## config.mk

```make
export PLATFORM = sky130hd
export DESIGN_NAME = xchacha20_stream_cipher_top_flat
export DESIGN_NICKNAME = d
export VERILOG_FILES = /design/src/sv/xcc_pkg.sv /design/src/sv/xcc_stream_if.sv /design/src/sv/xchacha20_stream_cipher_top.sv /design/src/flat_wrapper.sv
export VERILOG_INCLUDE_DIRS = /design/src /design/src/sv
export SDC_FILE = /design/constraint.sdc
export NUM_CORES = 1
export LEC_CHECK = 0
export CAP_MARGIN = 0
export CORE_MARGIN = 2
export CORE_UTILIZATION = 50
export DETAILED_ROUTE_END_ITERATION = 16
export DONT_BUFFER_PORTS = 1
export PLACE_DENSITY = 0.75
export SKIP_CTS_REPAIR_TIMING = 1
export SYNTH_ARGS = -nofsm -noshare
export SYNTH_HDL_FRONTEND = slang
export SYNTH_SLANG_ARGS = --single-unit
```

## constraint.sdc

```tcl
create_clock -name clk -period 2.3 [get_ports clk]
set_input_delay 0.345 -clock clk [delete_from_list [all_inputs] [get_ports clk]]
set_output_delay 0.345 -clock clk [all_outputs]
set_load 0.005 [all_outputs]
```

## src/sv/assert_macros.svh

```systemverilog
// Assertion macros used by the cipher top level.
// No dependencies.
`ifndef ASSERT_MACROS_SVH
`define ASSERT_MACROS_SVH
// Check that an implication holds at every clock edge outside reset.
`define ASSERT_IMP(label, clk, rst_n, ante, cons) \
    label: assert property (@(posedge clk) disable iff (!rst_n) (ante) |-> (cons)) \
        else $error("assertion failed");
// Check that an implication holds in the cycle after the antecedent.
`define ASSERT_NEXT(label, clk, rst_n, ante, cons) \
    label: assert property (@(posedge clk) disable iff (!rst_n) (ante) |=> (cons)) \
        else $error("assertion failed");
`endif

```

## src/sv/xcc_pkg.sv

```systemverilog
// Types and constants for the XChaCha20 stream cipher.
// No dependencies.
package xcc_pkg;
    localparam logic [1:0] CMD_RESTART = 2'd0;
    localparam logic [1:0] CMD_CRYPT   = 2'd1;
    localparam logic [1:0] CMD_DISCARD = 2'd2;

    localparam logic [2:0] REG_KEY0   = 3'd0;
    localparam logic [2:0] REG_KEY1   = 3'd1;
    localparam logic [2:0] REG_KEY2   = 3'd2;
    localparam logic [2:0] REG_KEY3   = 3'd3;
    localparam logic [2:0] REG_NONCE0 = 3'd4;
    localparam logic [2:0] REG_NONCE1 = 3'd5;
    localparam logic [2:0] REG_NONCE2 = 3'd6;

    localparam logic [31:0] SIGMA0 = 32'h61707865;
    localparam logic [31:0] SIGMA1 = 32'h3320646e;
    localparam logic [31:0] SIGMA2 = 32'h79622d32;
    localparam logic [31:0] SIGMA3 = 32'h6b206574;

    typedef logic [31:0] word_t;
    typedef word_t [15:0] state_t;

    typedef struct packed {
        logic [1:0]  cmd;
        logic [7:0]  data_byte;
        logic [31:0] skip_length;
    } in_word_t;

    typedef struct packed {
        logic [2:0]  index;
        logic [63:0] data;
    } cfg_word_t;

    // Word indexes a,b,c,d of quarter-round n (0..7) of a double round.
    function automatic logic [15:0] qr_idx(input logic [2:0] n);
        logic [3:0] a;
        logic [3:0] b;
        logic [3:0] c;
        logic [3:0] d;
        a = {2'b00, n[1:0]};
        if (!n[2])
        begin
            b = a + 4'd4;
            c = a + 4'd8;
            d = a + 4'd12;
        end
        else
        begin
            b = {2'b01, n[1:0] + 2'd1};
            c = {2'b10, n[1:0] + 2'd2};
            d = {2'b11, n[1:0] + 2'd3};
        end
        return {a, b, c, d};
    endfunction
endpackage

```

## src/sv/xcc_stream_if.sv

```systemverilog
// Valid/ready stream interface with a generic payload.
// Depends on nothing.
interface xcc_stream_if #(
    parameter type payload_t = logic
);
    logic     valid;
    logic     ready;
    payload_t payload;

    modport source (output valid, output payload, input ready);
    modport sink   (input valid, input payload, output ready);
endinterface

```

## src/sv/xchacha20_stream_cipher_top.sv

```systemverilog
// XChaCha20 stream cipher top level with a shared quarter-round unit.
// Depends on xcc_pkg, xcc_stream_if and assert_macros.svh.
//
// One command word per accepted input. A crypt word that finds the block
// used up first runs DOUBLE_ROUNDS*8 quarter-round steps on the one
// quarter-round unit plus 16 add-back steps, and its byte shows after them.
// Otherwise a crypt byte passes the decode and output states into the
// output register, and the next word is taken the cycle after the byte is
// delivered. A restart runs the rounds once.
// A discard that ends partway into a new block runs the rounds and add-back
// steps to build that block.
// The output byte waits in an output register; the next word is taken
// once it is delivered. No memory clearing pass is needed after reset.
`include "assert_macros.svh"
module xchacha20_stream_cipher_top #(
    parameter int DOUBLE_ROUNDS = 10
) (
    input logic   clk,
    input logic   rst_n,
    xcc_stream_if.sink   in_ch,
    xcc_stream_if.source out_ch,
    xcc_stream_if.sink   cfg_ch
);
    import xcc_pkg::*;

    localparam int QRW = $clog2(DOUBLE_ROUNDS * 8 + 1);

    localparam logic [2:0] ST_IDLE  = 3'd0;
    localparam logic [2:0] ST_DEC   = 3'd1;
    localparam logic [2:0] ST_ROUND = 3'd2;
    localparam logic [2:0] ST_ADD   = 3'd3;
    localparam logic [2:0] ST_OUT   = 3'd4;

    logic [63:0] key_reg [4];
    logic [63:0] nonce_reg [3];
    word_t       subkey_reg [8];
    word_t       tail_reg [2];
    logic [63:0] ctr_reg, ctr_next;
    state_t      w_reg, w_next;
    logic [6:0]  pos_reg, pos_next;
    logic [2:0]  st_reg, st_next;
    logic [QRW-1:0] qr_reg, qr_next;
    logic [3:0]  add_reg, add_next;
    logic        hmode_reg, hmode_next;
    in_word_t    cur_reg;
    logic [7:0]  obyte_reg, obyte_next;
    logic        ovalid_reg, ovalid_next;

    in_word_t  in_w;
    cfg_word_t cfg_w;
    assign in_w  = in_ch.payload;
    assign cfg_w = cfg_ch.payload;

    assign cfg_ch.ready   = 1'b1;
    assign in_ch.ready    = (st_reg == ST_IDLE) && !ovalid_reg;
    assign out_ch.valid   = ovalid_reg;
    assign out_ch.payload = obyte_reg;

    // Initial block state from subkey, counter and nonce tail.
    function automatic state_t block_in(input word_t sk [8], input logic [63:0] c,
                                        input word_t t [2]);
        state_t s;
        s[0] = SIGMA0; s[1] = SIGMA1; s[2] = SIGMA2; s[3] = SIGMA3;
        for (int i = 0; i < 8; i++)
            s[4+i] = sk[i];
        s[12] = c[31:0]; s[13] = c[63:32];
        s[14] = t[0]; s[15] = t[1];
        return s;
    endfunction

    state_t bin;
    assign bin = block_in(subkey_reg, ctr_reg - 64'd1, tail_reg);

    // Shared quarter-round unit.
    logic [15:0] qi;
    logic [3:0]  ia, ib, ic, id;
    word_t a0, b0, c0, d0, a1, b1, c1, d1, a2, b2, c2, d2;
    assign qi = qr_idx(qr_reg[2:0]);
    assign {ia, ib, ic, id} = qi;
    always_comb
    begin
        a0 = w_reg[ia] + w_reg[ib];
        d0 = w_reg[id] ^ a0; d0 = {d0[15:0], d0[31:16]};
        c0 = w_reg[ic] + d0;
        b0 = w_reg[ib] ^ c0; b0 = {b0[19:0], b0[31:20]};
        a1 = a0 + b0;
        d1 = d0 ^ a1; d1 = {d1[23:0], d1[31:24]};
        c1 = c0 + d1;
        b1 = b0 ^ c1; b1 = {b1[24:0], b1[31:25]};
        a2 = a1; b2 = b1; c2 = c1; d2 = d1;
    end

    logic [5:0]  bsel;
    logic [31:0] room, rest;
    word_t       kw;
    always_comb
    begin
        st_next     = st_reg;
        w_next      = w_reg;
        ctr_next    = ctr_reg;
        pos_next    = pos_reg;
        qr_next     = qr_reg;
        add_next    = add_reg;
        hmode_next  = hmode_reg;
        obyte_next  = obyte_reg;
        ovalid_next = ovalid_reg;
        room = 32'd0;
        rest = 32'd0;
        bsel = pos_reg[5:0];
        kw   = w_reg[bsel[5:2]];
        if (out_ch.ready)
            ovalid_next = 1'b0;
        case (st_reg)
            ST_IDLE:
            begin
                if (in_ch.valid && in_ch.ready)
                    st_next = ST_DEC;
            end
            ST_DEC:
            begin
                st_next = ST_IDLE;
                case (cur_reg.cmd)
                    CMD_RESTART:
                    begin
                        w_next[0] = SIGMA0; w_next[1] = SIGMA1;
                        w_next[2] = SIGMA2; w_next[3] = SIGMA3;
                        for (int i = 0; i < 4; i++)
                        begin
                            w_next[4+2*i] = key_reg[i][31:0];
                            w_next[5+2*i] = key_reg[i][63:32];
                        end
                        w_next[12] = nonce_reg[0][31:0];
                        w_next[13] = nonce_reg[0][63:32];
                        w_next[14] = nonce_reg[1][31:0];
                        w_next[15] = nonce_reg[1][63:32];
                        // Clear the counter and mark the keystream used up.
                        ctr_next   = '0;
                        pos_next   = 7'd64;
                        hmode_next = 1'b1;
                        qr_next    = '0;
                        st_next    = ST_ROUND;
                    end
                    CMD_CRYPT:
                    begin
                        if (pos_reg[6])
                        begin
                            w_next     = block_in(subkey_reg, ctr_reg, tail_reg);
                            ctr_next   = ctr_reg + 64'd1;
                            pos_next   = 7'd0;
                            hmode_next = 1'b0;
                            qr_next    = '0;
                            st_next    = ST_ROUND;
                        end
                        else
                            st_next = ST_OUT;
                    end
                    CMD_DISCARD:
                    begin
                        rest = cur_reg.skip_length;
                        if (!pos_reg[6])
                        begin
                            room = 32'd64 - {25'd0, pos_reg};
                            if (rest < room)
                            begin
                                pos_next = pos_reg + rest[6:0];
                                rest = 32'd0;
                            end
                            else
                            begin
                                pos_next = 7'd64;
                                rest = rest - room;
                            end
                        end
                        if (rest[5:0] != 6'd0)
                        begin
                            w_next = block_in(subkey_reg, ctr_reg + {38'd0, rest[31:6]},
                                              tail_reg);
                            ctr_next   = ctr_reg + {38'd0, rest[31:6]} + 64'd1;
                            pos_next   = {1'b0, rest[5:0]};
                            hmode_next = 1'b0;
                            qr_next    = '0;
                            // The crypt case reuses ST_OUT; discard skips it.
                            st_next    = ST_ROUND;
                        end
                        else
                            ctr_next = ctr_reg + {38'd0, rest[31:6]};
                    end
                    default:
                    begin
                    end
                endcase
            end
            ST_ROUND:
            begin
                w_next[ia] = a2; w_next[ib] = b2;
                w_next[ic] = c2; w_next[id] = d2;
                qr_next = qr_reg + 1'b1;
                if (qr_reg == QRW'(DOUBLE_ROUNDS * 8 - 1))
                begin
                    if (hmode_reg)
                        st_next = ST_IDLE;
                    else
                    begin
                        add_next = 4'd0;
                        st_next  = ST_ADD;
                    end
                end
            end
            ST_ADD:
            begin
                w_next[add_reg] = w_reg[add_reg] + bin[add_reg];
                add_next = add_reg + 4'd1;
                if (add_reg == 4'd15)
                    st_next = (cur_reg.cmd == CMD_CRYPT) ? ST_OUT : ST_IDLE;
            end
            ST_OUT:
            begin
                obyte_next  = cur_reg.data_byte ^ kw[{bsel[1:0], 3'b000} +: 8];
                ovalid_next = 1'b1;
                pos_next    = pos_reg + 7'd1;
                st_next     = ST_IDLE;
            end
            default:
                st_next = ST_IDLE;
        endcase
    end

    always_ff @(posedge clk or negedge rst_n)
    begin
        if (!rst_n)
        begin
            st_reg     <= ST_IDLE;
            ctr_reg    <= '0;
            pos_reg    <= 7'd64;
            ovalid_reg <= 1'b0;
            for (int i = 0; i < 4; i++)
                key_reg[i] <= '0;
            for (int i = 0; i < 3; i++)
                nonce_reg[i] <= '0;
        end
        else
        begin
            st_reg     <= st_next;
            ctr_reg    <= ctr_next;
            pos_reg    <= pos_next;
            ovalid_reg <= ovalid_next;
            if (cfg_ch.valid)
            begin
                case (cfg_w.index)
                    REG_KEY0:   key_reg[0]   <= cfg_w.data;
                    REG_KEY1:   key_reg[1]   <= cfg_w.data;
                    REG_KEY2:   key_reg[2]   <= cfg_w.data;
                    REG_KEY3:   key_reg[3]   <= cfg_w.data;
                    REG_NONCE0: nonce_reg[0] <= cfg_w.data;
                    REG_NONCE1: nonce_reg[1] <= cfg_w.data;
                    REG_NONCE2: nonce_reg[2] <= cfg_w.data;
                    default:
                    begin
                    end
                endcase
            end
        end
    end

    // Payload registers, no reset.
    always_ff @(posedge clk)
    begin
        w_reg     <= w_next;
        qr_reg    <= qr_next;
        add_reg   <= add_next;
        hmode_reg <= hmode_next;
        obyte_reg <= obyte_next;
        if (in_ch.valid && in_ch.ready)
            cur_reg <= in_w;
        // Latch the subkey when the HChaCha20 rounds finish.
        if (st_reg == ST_ROUND && hmode_reg && qr_reg == QRW'(DOUBLE_ROUNDS * 8 - 1))
        begin
            for (int i = 0; i < 4; i++)
            begin
                subkey_reg[i]   <= w_next[i];
                subkey_reg[4+i] <= w_next[12+i];
            end
        end
        if (st_reg == ST_DEC && cur_reg.cmd == CMD_RESTART)
        begin
            tail_reg[0] <= nonce_reg[2][31:0];
            tail_reg[1] <= nonce_reg[2][63:32];
        end
    end

    `ASSERT_IMP(a_ready_idle, clk, rst_n, in_ch.ready, st_reg == ST_IDLE)
    `ASSERT_NEXT(a_out_pos, clk, rst_n, st_reg == ST_OUT, ovalid_reg)
    `ASSERT_IMP(a_pos_range, clk, rst_n, st_reg == ST_OUT, !pos_reg[6])
endmodule
```

## src/flat_wrapper.sv

```systemverilog
// flat-port wrapper written by rule: the top's interface ports become plain ports
module xchacha20_stream_cipher_top_flat import xcc_pkg::*;
#(
    parameter int DOUBLE_ROUNDS = 10
)
  (clk, rst_n, in_ch_valid, in_ch_payload, in_ch_ready, out_ch_valid, out_ch_payload, out_ch_ready, cfg_ch_valid, cfg_ch_payload, cfg_ch_ready);
  xcc_stream_if in_ch_i ();
  xcc_stream_if out_ch_i ();
  xcc_stream_if cfg_ch_i ();
  input logic clk;
  input logic rst_n;
  input wire logic [$bits(in_ch_i.valid)-1:0] in_ch_valid;
  input wire logic [$bits(in_ch_i.payload)-1:0] in_ch_payload;
  output wire logic [$bits(in_ch_i.ready)-1:0] in_ch_ready;
  output wire logic [$bits(out_ch_i.valid)-1:0] out_ch_valid;
  output wire logic [$bits(out_ch_i.payload)-1:0] out_ch_payload;
  input wire logic [$bits(out_ch_i.ready)-1:0] out_ch_ready;
  input wire logic [$bits(cfg_ch_i.valid)-1:0] cfg_ch_valid;
  input wire logic [$bits(cfg_ch_i.payload)-1:0] cfg_ch_payload;
  output wire logic [$bits(cfg_ch_i.ready)-1:0] cfg_ch_ready;
  assign in_ch_i.valid = in_ch_valid;
  assign in_ch_i.payload = in_ch_payload;
  assign in_ch_ready = in_ch_i.ready;
  assign out_ch_valid = out_ch_i.valid;
  assign out_ch_payload = out_ch_i.payload;
  assign out_ch_i.ready = out_ch_ready;
  assign cfg_ch_i.valid = cfg_ch_valid;
  assign cfg_ch_i.payload = cfg_ch_payload;
  assign cfg_ch_ready = cfg_ch_i.ready;
  xchacha20_stream_cipher_top #(.DOUBLE_ROUNDS(DOUBLE_ROUNDS)) u_core (.clk(clk), .rst_n(rst_n), .in_ch(in_ch_i), .out_ch(out_ch_i), .cfg_ch(cfg_ch_i));
endmodule
```

After elaboration in Yosys (flattened, before gate mapping):

Cells that the tools add are included.

* word-level logic and storage cells: 131
* register bits after elaboration: 792
* output and inout port bits: 4
* input bits: 7

* muxes and demuxes: 42
* reduce and logical (&&, ||, !) cells: 17
* magnitude comparators: 11
* bitwise gates (word level): 5
* equality and inequality tests: 9
* $add $sub $neg: 14
* shifts and indexed selects: 1

Operators by type and width (number)
* bitwise mux 512 bit: 5
* case mux 512 bit (3 select lines): 1
* binary-select mux 32 bit (select 4 bit): 6
* demux 32 bit (select 4 bit): 4
* two-way mux 32 bit: 12
* adder 32 bit: 5
* XOR 32 bit: 4
* binary-select mux 32 bit (select 2 bit): 1
* demux 32 bit (select 2 bit): 1
* variable part select 32 x 6 -> 1 bit: 1
* case mux 7 bit (2 select lines): 2
* < comparator 4 x 5 -> 1 bit (second input constant): 5
* greater-or-equal comparator 4 x 1 -> 1 bit (second input constant): 4
* two-way mux 4 bit: 4
* adder 7 x 1 -> 7 bit (second input constant): 2
* case mux 3 bit (4 select lines): 1
* two-way mux 3 bit: 3
* logical AND 1 bit: 8
* nonzero test 2 bit: 4
* equality test 7 bit (second input constant): 1
* equality test 3 x 2 -> 1 bit (second input constant): 2
* AND reduction 3 bit: 2
* < comparator 2 x 5 -> 1 bit (second input constant): 1
* adder 2 bit (second input constant): 2
* 16 further kinds: 18

Logic depth before layout (Yosys ltp):

* word-level depth: 16
* depth in mapped cells: 5
* gate-level depth less buffers: 5

Worst setup path after synthesis:

No wires, ideal clock.

* path type: reg-to-reg
* start point: reg u_core.qr_reg[0]
* end point: reg u_core.st_reg[0]
* buffers on the path: 0
* required time: 2173 ps
* cell stages (with the launch flop): 6
* path slack: 366 ps
* library setup time: 127 ps
* data arrival time: 1806 ps
* cell sequence: edfxtp_1 -> ha_1 -> nand3_2 -> or4b_1 -> a221o_1 -> mux2_1

* longest elaborated chain between the ends: 3

Ends and longest elaborated chain
* start, declared: RTL line xchacha20_stream_cipher_top.sv:42 `logic [QRW-1:0] qr_reg, qr_next;`
* start signal, assigned: RTL line xchacha20_stream_cipher_top.sv:269 `qr_reg <= qr_next;`
* equality test 7 bit: RTL line xchacha20_stream_cipher_top.sv:198 `if (qr_reg == QRW'(DOUBLE_ROUNDS * 8 - 1))`
* != test 2 x 1 -> 1 bit (no line)
* AND reduction 3 bit (no line)
* end signal, assigned: RTL line xchacha20_stream_cipher_top.sv:243 `st_reg <= st_next;`
* end, declared: RTL line xchacha20_stream_cipher_top.sv:41 `logic [2:0] st_reg, st_next;`

Every way passes these cells.
A chain may end at the register's enable or synchronous reset.

Final worst setup path:

* start point: reg u_core.qr_reg[0]
* end point: reg u_core.st_reg[1]

The elaborated chain is that of the path after synthesis.

==> results.yml <==
outcome:
  status: "complete, no violations"
clock_tree:
  tritoncts: "built"
  cts_made_buffers: 3
  clock_latency_ns: 0.26
  cts.sinks: 13
  clockBufferDepth: 2
  clkTransAtPathRegs_ns: 0.08
  root_buffer: "clkbuf_4"
  h-tree-depth: 1
run:
  max-cap-violations: 0
setup_path:
  crit_family: "simple AND/OR/NAND/NOR gates"
  path_buf_inv: 0
  rr_worst_depth: 5
  crit_type: "flip-flop to flip-flop"
  required_ns: 2.45
  crit_fanout: 4
  cp_cell_sequence: "ha_1 -> nand3_2 -> or4b_1 -> a221o_1 -> mux2_1"
  timing.rr.start: "u_core.qr_reg[0]"
  crit_arrival_ns: 2.23
  slowest_stage: "or4b_1"
  worstSetupEndpointType: "flip-flop"
  worstSetupEndpoint: "u_core.st_reg[1]"
  r2r-end: "u_core.st_reg[1]"
  crit_start: "u_core.qr_reg[0]"
  slowest_delay_ns: 0.52
  ff2ff_setup_slack_ns: 0.22
  cp.depth: 5
  start_kind: "flip-flop"
floorplanning:
  placementRows: 13
  start_util: 0.541
  io_pins: 11
  dieArea_um2: 1730
  die_x_um: 41.5
  die_y_um: 41.5
  core_area_um2: 1300
cells_and_area:
  largest_register_ffs: 7
  post-route-cell-area_um2: 741
  n_antenna_cell: 0
  syn2layout_area_growth_pct: 5.15
  fin_nets: 72
  layout-drive-gt1-share: 0.105
  fillerInstances: 116
  fin_cells: 72
  final_common_cell: "edfxtp_1"
  final_cell_mix: "11 x edfxtp_1, 7 x ha_1, 4 x xnor2_1, 4 x and2_1"
synth:
  yosysWarnings: 0
  synth_top_family_by_area: "simple AND/OR/NAND/NOR gates"
  syn_area_per_cell_um2: 13.0
  yosys.area_share.simple: 0.139
  synth.area.mux_share: 0.0320
  synth_compound_gate_area_share: 0.0320
  syn_area_um2: 704
  synthTopCellsByArea: "edfxtp_1 47%, ha_1 12%, dfrtp_1 7.1%"
  synth_cell_types: 20
  syn_inst: 54
  synth_area_leader_cell: "edfxtp_1"
  synth_xor_xnor_area_share: 0.0746
  yosys.area_share.adder: 0.124
  yosysTopAreaCellShare: 0.469
  ys_seq_elements: 13
  seq_area_frac_synth: 0.540
grt:
  antenna_found_initial: 0
  overflow: 0
  grt_start_max_net_pins: 9
  grt_pass1_wl_mm: 1.54
  grtUsageTotal: 0.120
  grt_pass1_vias: 371
place:
  dp_hpwl_um: 674
  place_area_um2: 704
  place.gp.congestion: 0.683
  dp_cells: 67
  io_buffers: 0
sta:
  rsz0062_at_grt: "no"
  setup_tns_ns: 0
  finalHoldViolations: 0
  hold_ws_ns: 0.299
  fmax_mhz: 482
  finalCriticalPeriod_ns: 2.08
  fin_skew_ns: 0.00134
  setup_violations: 0
  drv_slew: 0
  period_share: 0.902
route:
  via_per_inst: 5.03
  drt_iter0_markers: 5
  drtAntennaViolNets: 0
  vias: 362
  wl_um: 882
  post-route-drc-count: 0
  wire_per_inst_um: 12.3
  drt_pre_antenna_iters: 3
hold_path:
  hp-class: "primary input to asynchronous set/reset pin"
power:
  power.density_nw_per_um2: 1230
  vdd_drop_max_v: 0.000742
  leakagePower_nw: 0.295
## worst reg2reg max path, stage by stage (launching register included)
cell and delay, ns:
edfxtp_1 0.38, ha_1 0.21, nand3_2 0.12, or4b_1 0.52
a221o_1 0.40, mux2_1 0.33
## per-layer routing
metal  global-route usage  vias up  part of all wire
met3               0.0391        0             0.019
met5                    0        -                 0
li1                     -      190                 -
met1                0.153      168              0.51
met4               0.0581        0                 0
met2                0.181        4              0.47
## through the flow
| stage | utilization | power [mW] | setup slack [ns] |
|---|---|---|---|
| 5_1_grt | 0.569 | 0.984 | 0.126 |
| 3_3_place_gp | 0.541 | 0.769 | 0.239 |
| 2_1_floorplan | - | 0.709 | 0.366 |
| 6_report | 0.569 | 0.909 | 0.225 |
| 3_5_place_dp | 0.541 | 0.784 | 0.223 |
| 4_1_cts | 0.562 | 0.927 | 0.203 |
## how the worst min path moves through the flow
stage,startpoint,to,slack [ns],depth (start not counted)
global placement,rst_n,u_core.st_reg[1],0.05,0
floorplan,rst_n,u_core.st_reg[0],0.05,0
detailed placement,rst_n,u_core.st_reg[1],0.05,0
finish,rst_n,u_core.st_reg[1],0.30,1
CTS,rst_n,u_core.st_reg[1],-0.25,0
global route,rst_n,u_core.st_reg[1],0.30,1
## cell usage after synthesis
library cell	count
nand2_1	1
a221o_1	1
inv_1	3
or3_2	1
and3_2	1
nor2b_1	3
xnor2_1	4
or4b_1	1
and2_1	4
nand3_2	1
ha_1	7
o21ai_0	1
a21boi_0	1
mux2_1	2
xor2_1	2
buf_4	3
nand3_1	3
conb_1	2
edfxtp_1	11
dfrtp_1	2
## cells by family after synthesis
family / Yosys count
AOI/OAI and AO/OA: 3
and+or+nand+nor: 15
buffers and inverters: 6
other: 2
adders and majority gates: 7
DFF: 13
muxes: 2
xor gates and xnor gates: 6
## where the power goes
part	total [mW]	switching [mW]	internal (mW)
logic	0.291	0.152	0.139
registers	0.480	0.0772	0.403
clock network	0.137	0.0700	0.0670
## area by class of cell
| cell class | instances | area, µm² | area share |
|---|---|---|---|
| Clock buffer | 4 | 26.3 | 0.0355 |
| Inverter | 3 | 11.3 | 0.0152 |
| Multi-Input combinational cell | 36 | 294 | 0.397 |
| Sequential cell | 13 | 380 | 0.514 |
| Tap cell | 15 | 18.8 | 0.0253 |
| Timing Repair Buffer | 1 | 10.0 | 0.0135 |
(Power assumes the default switching activity.)
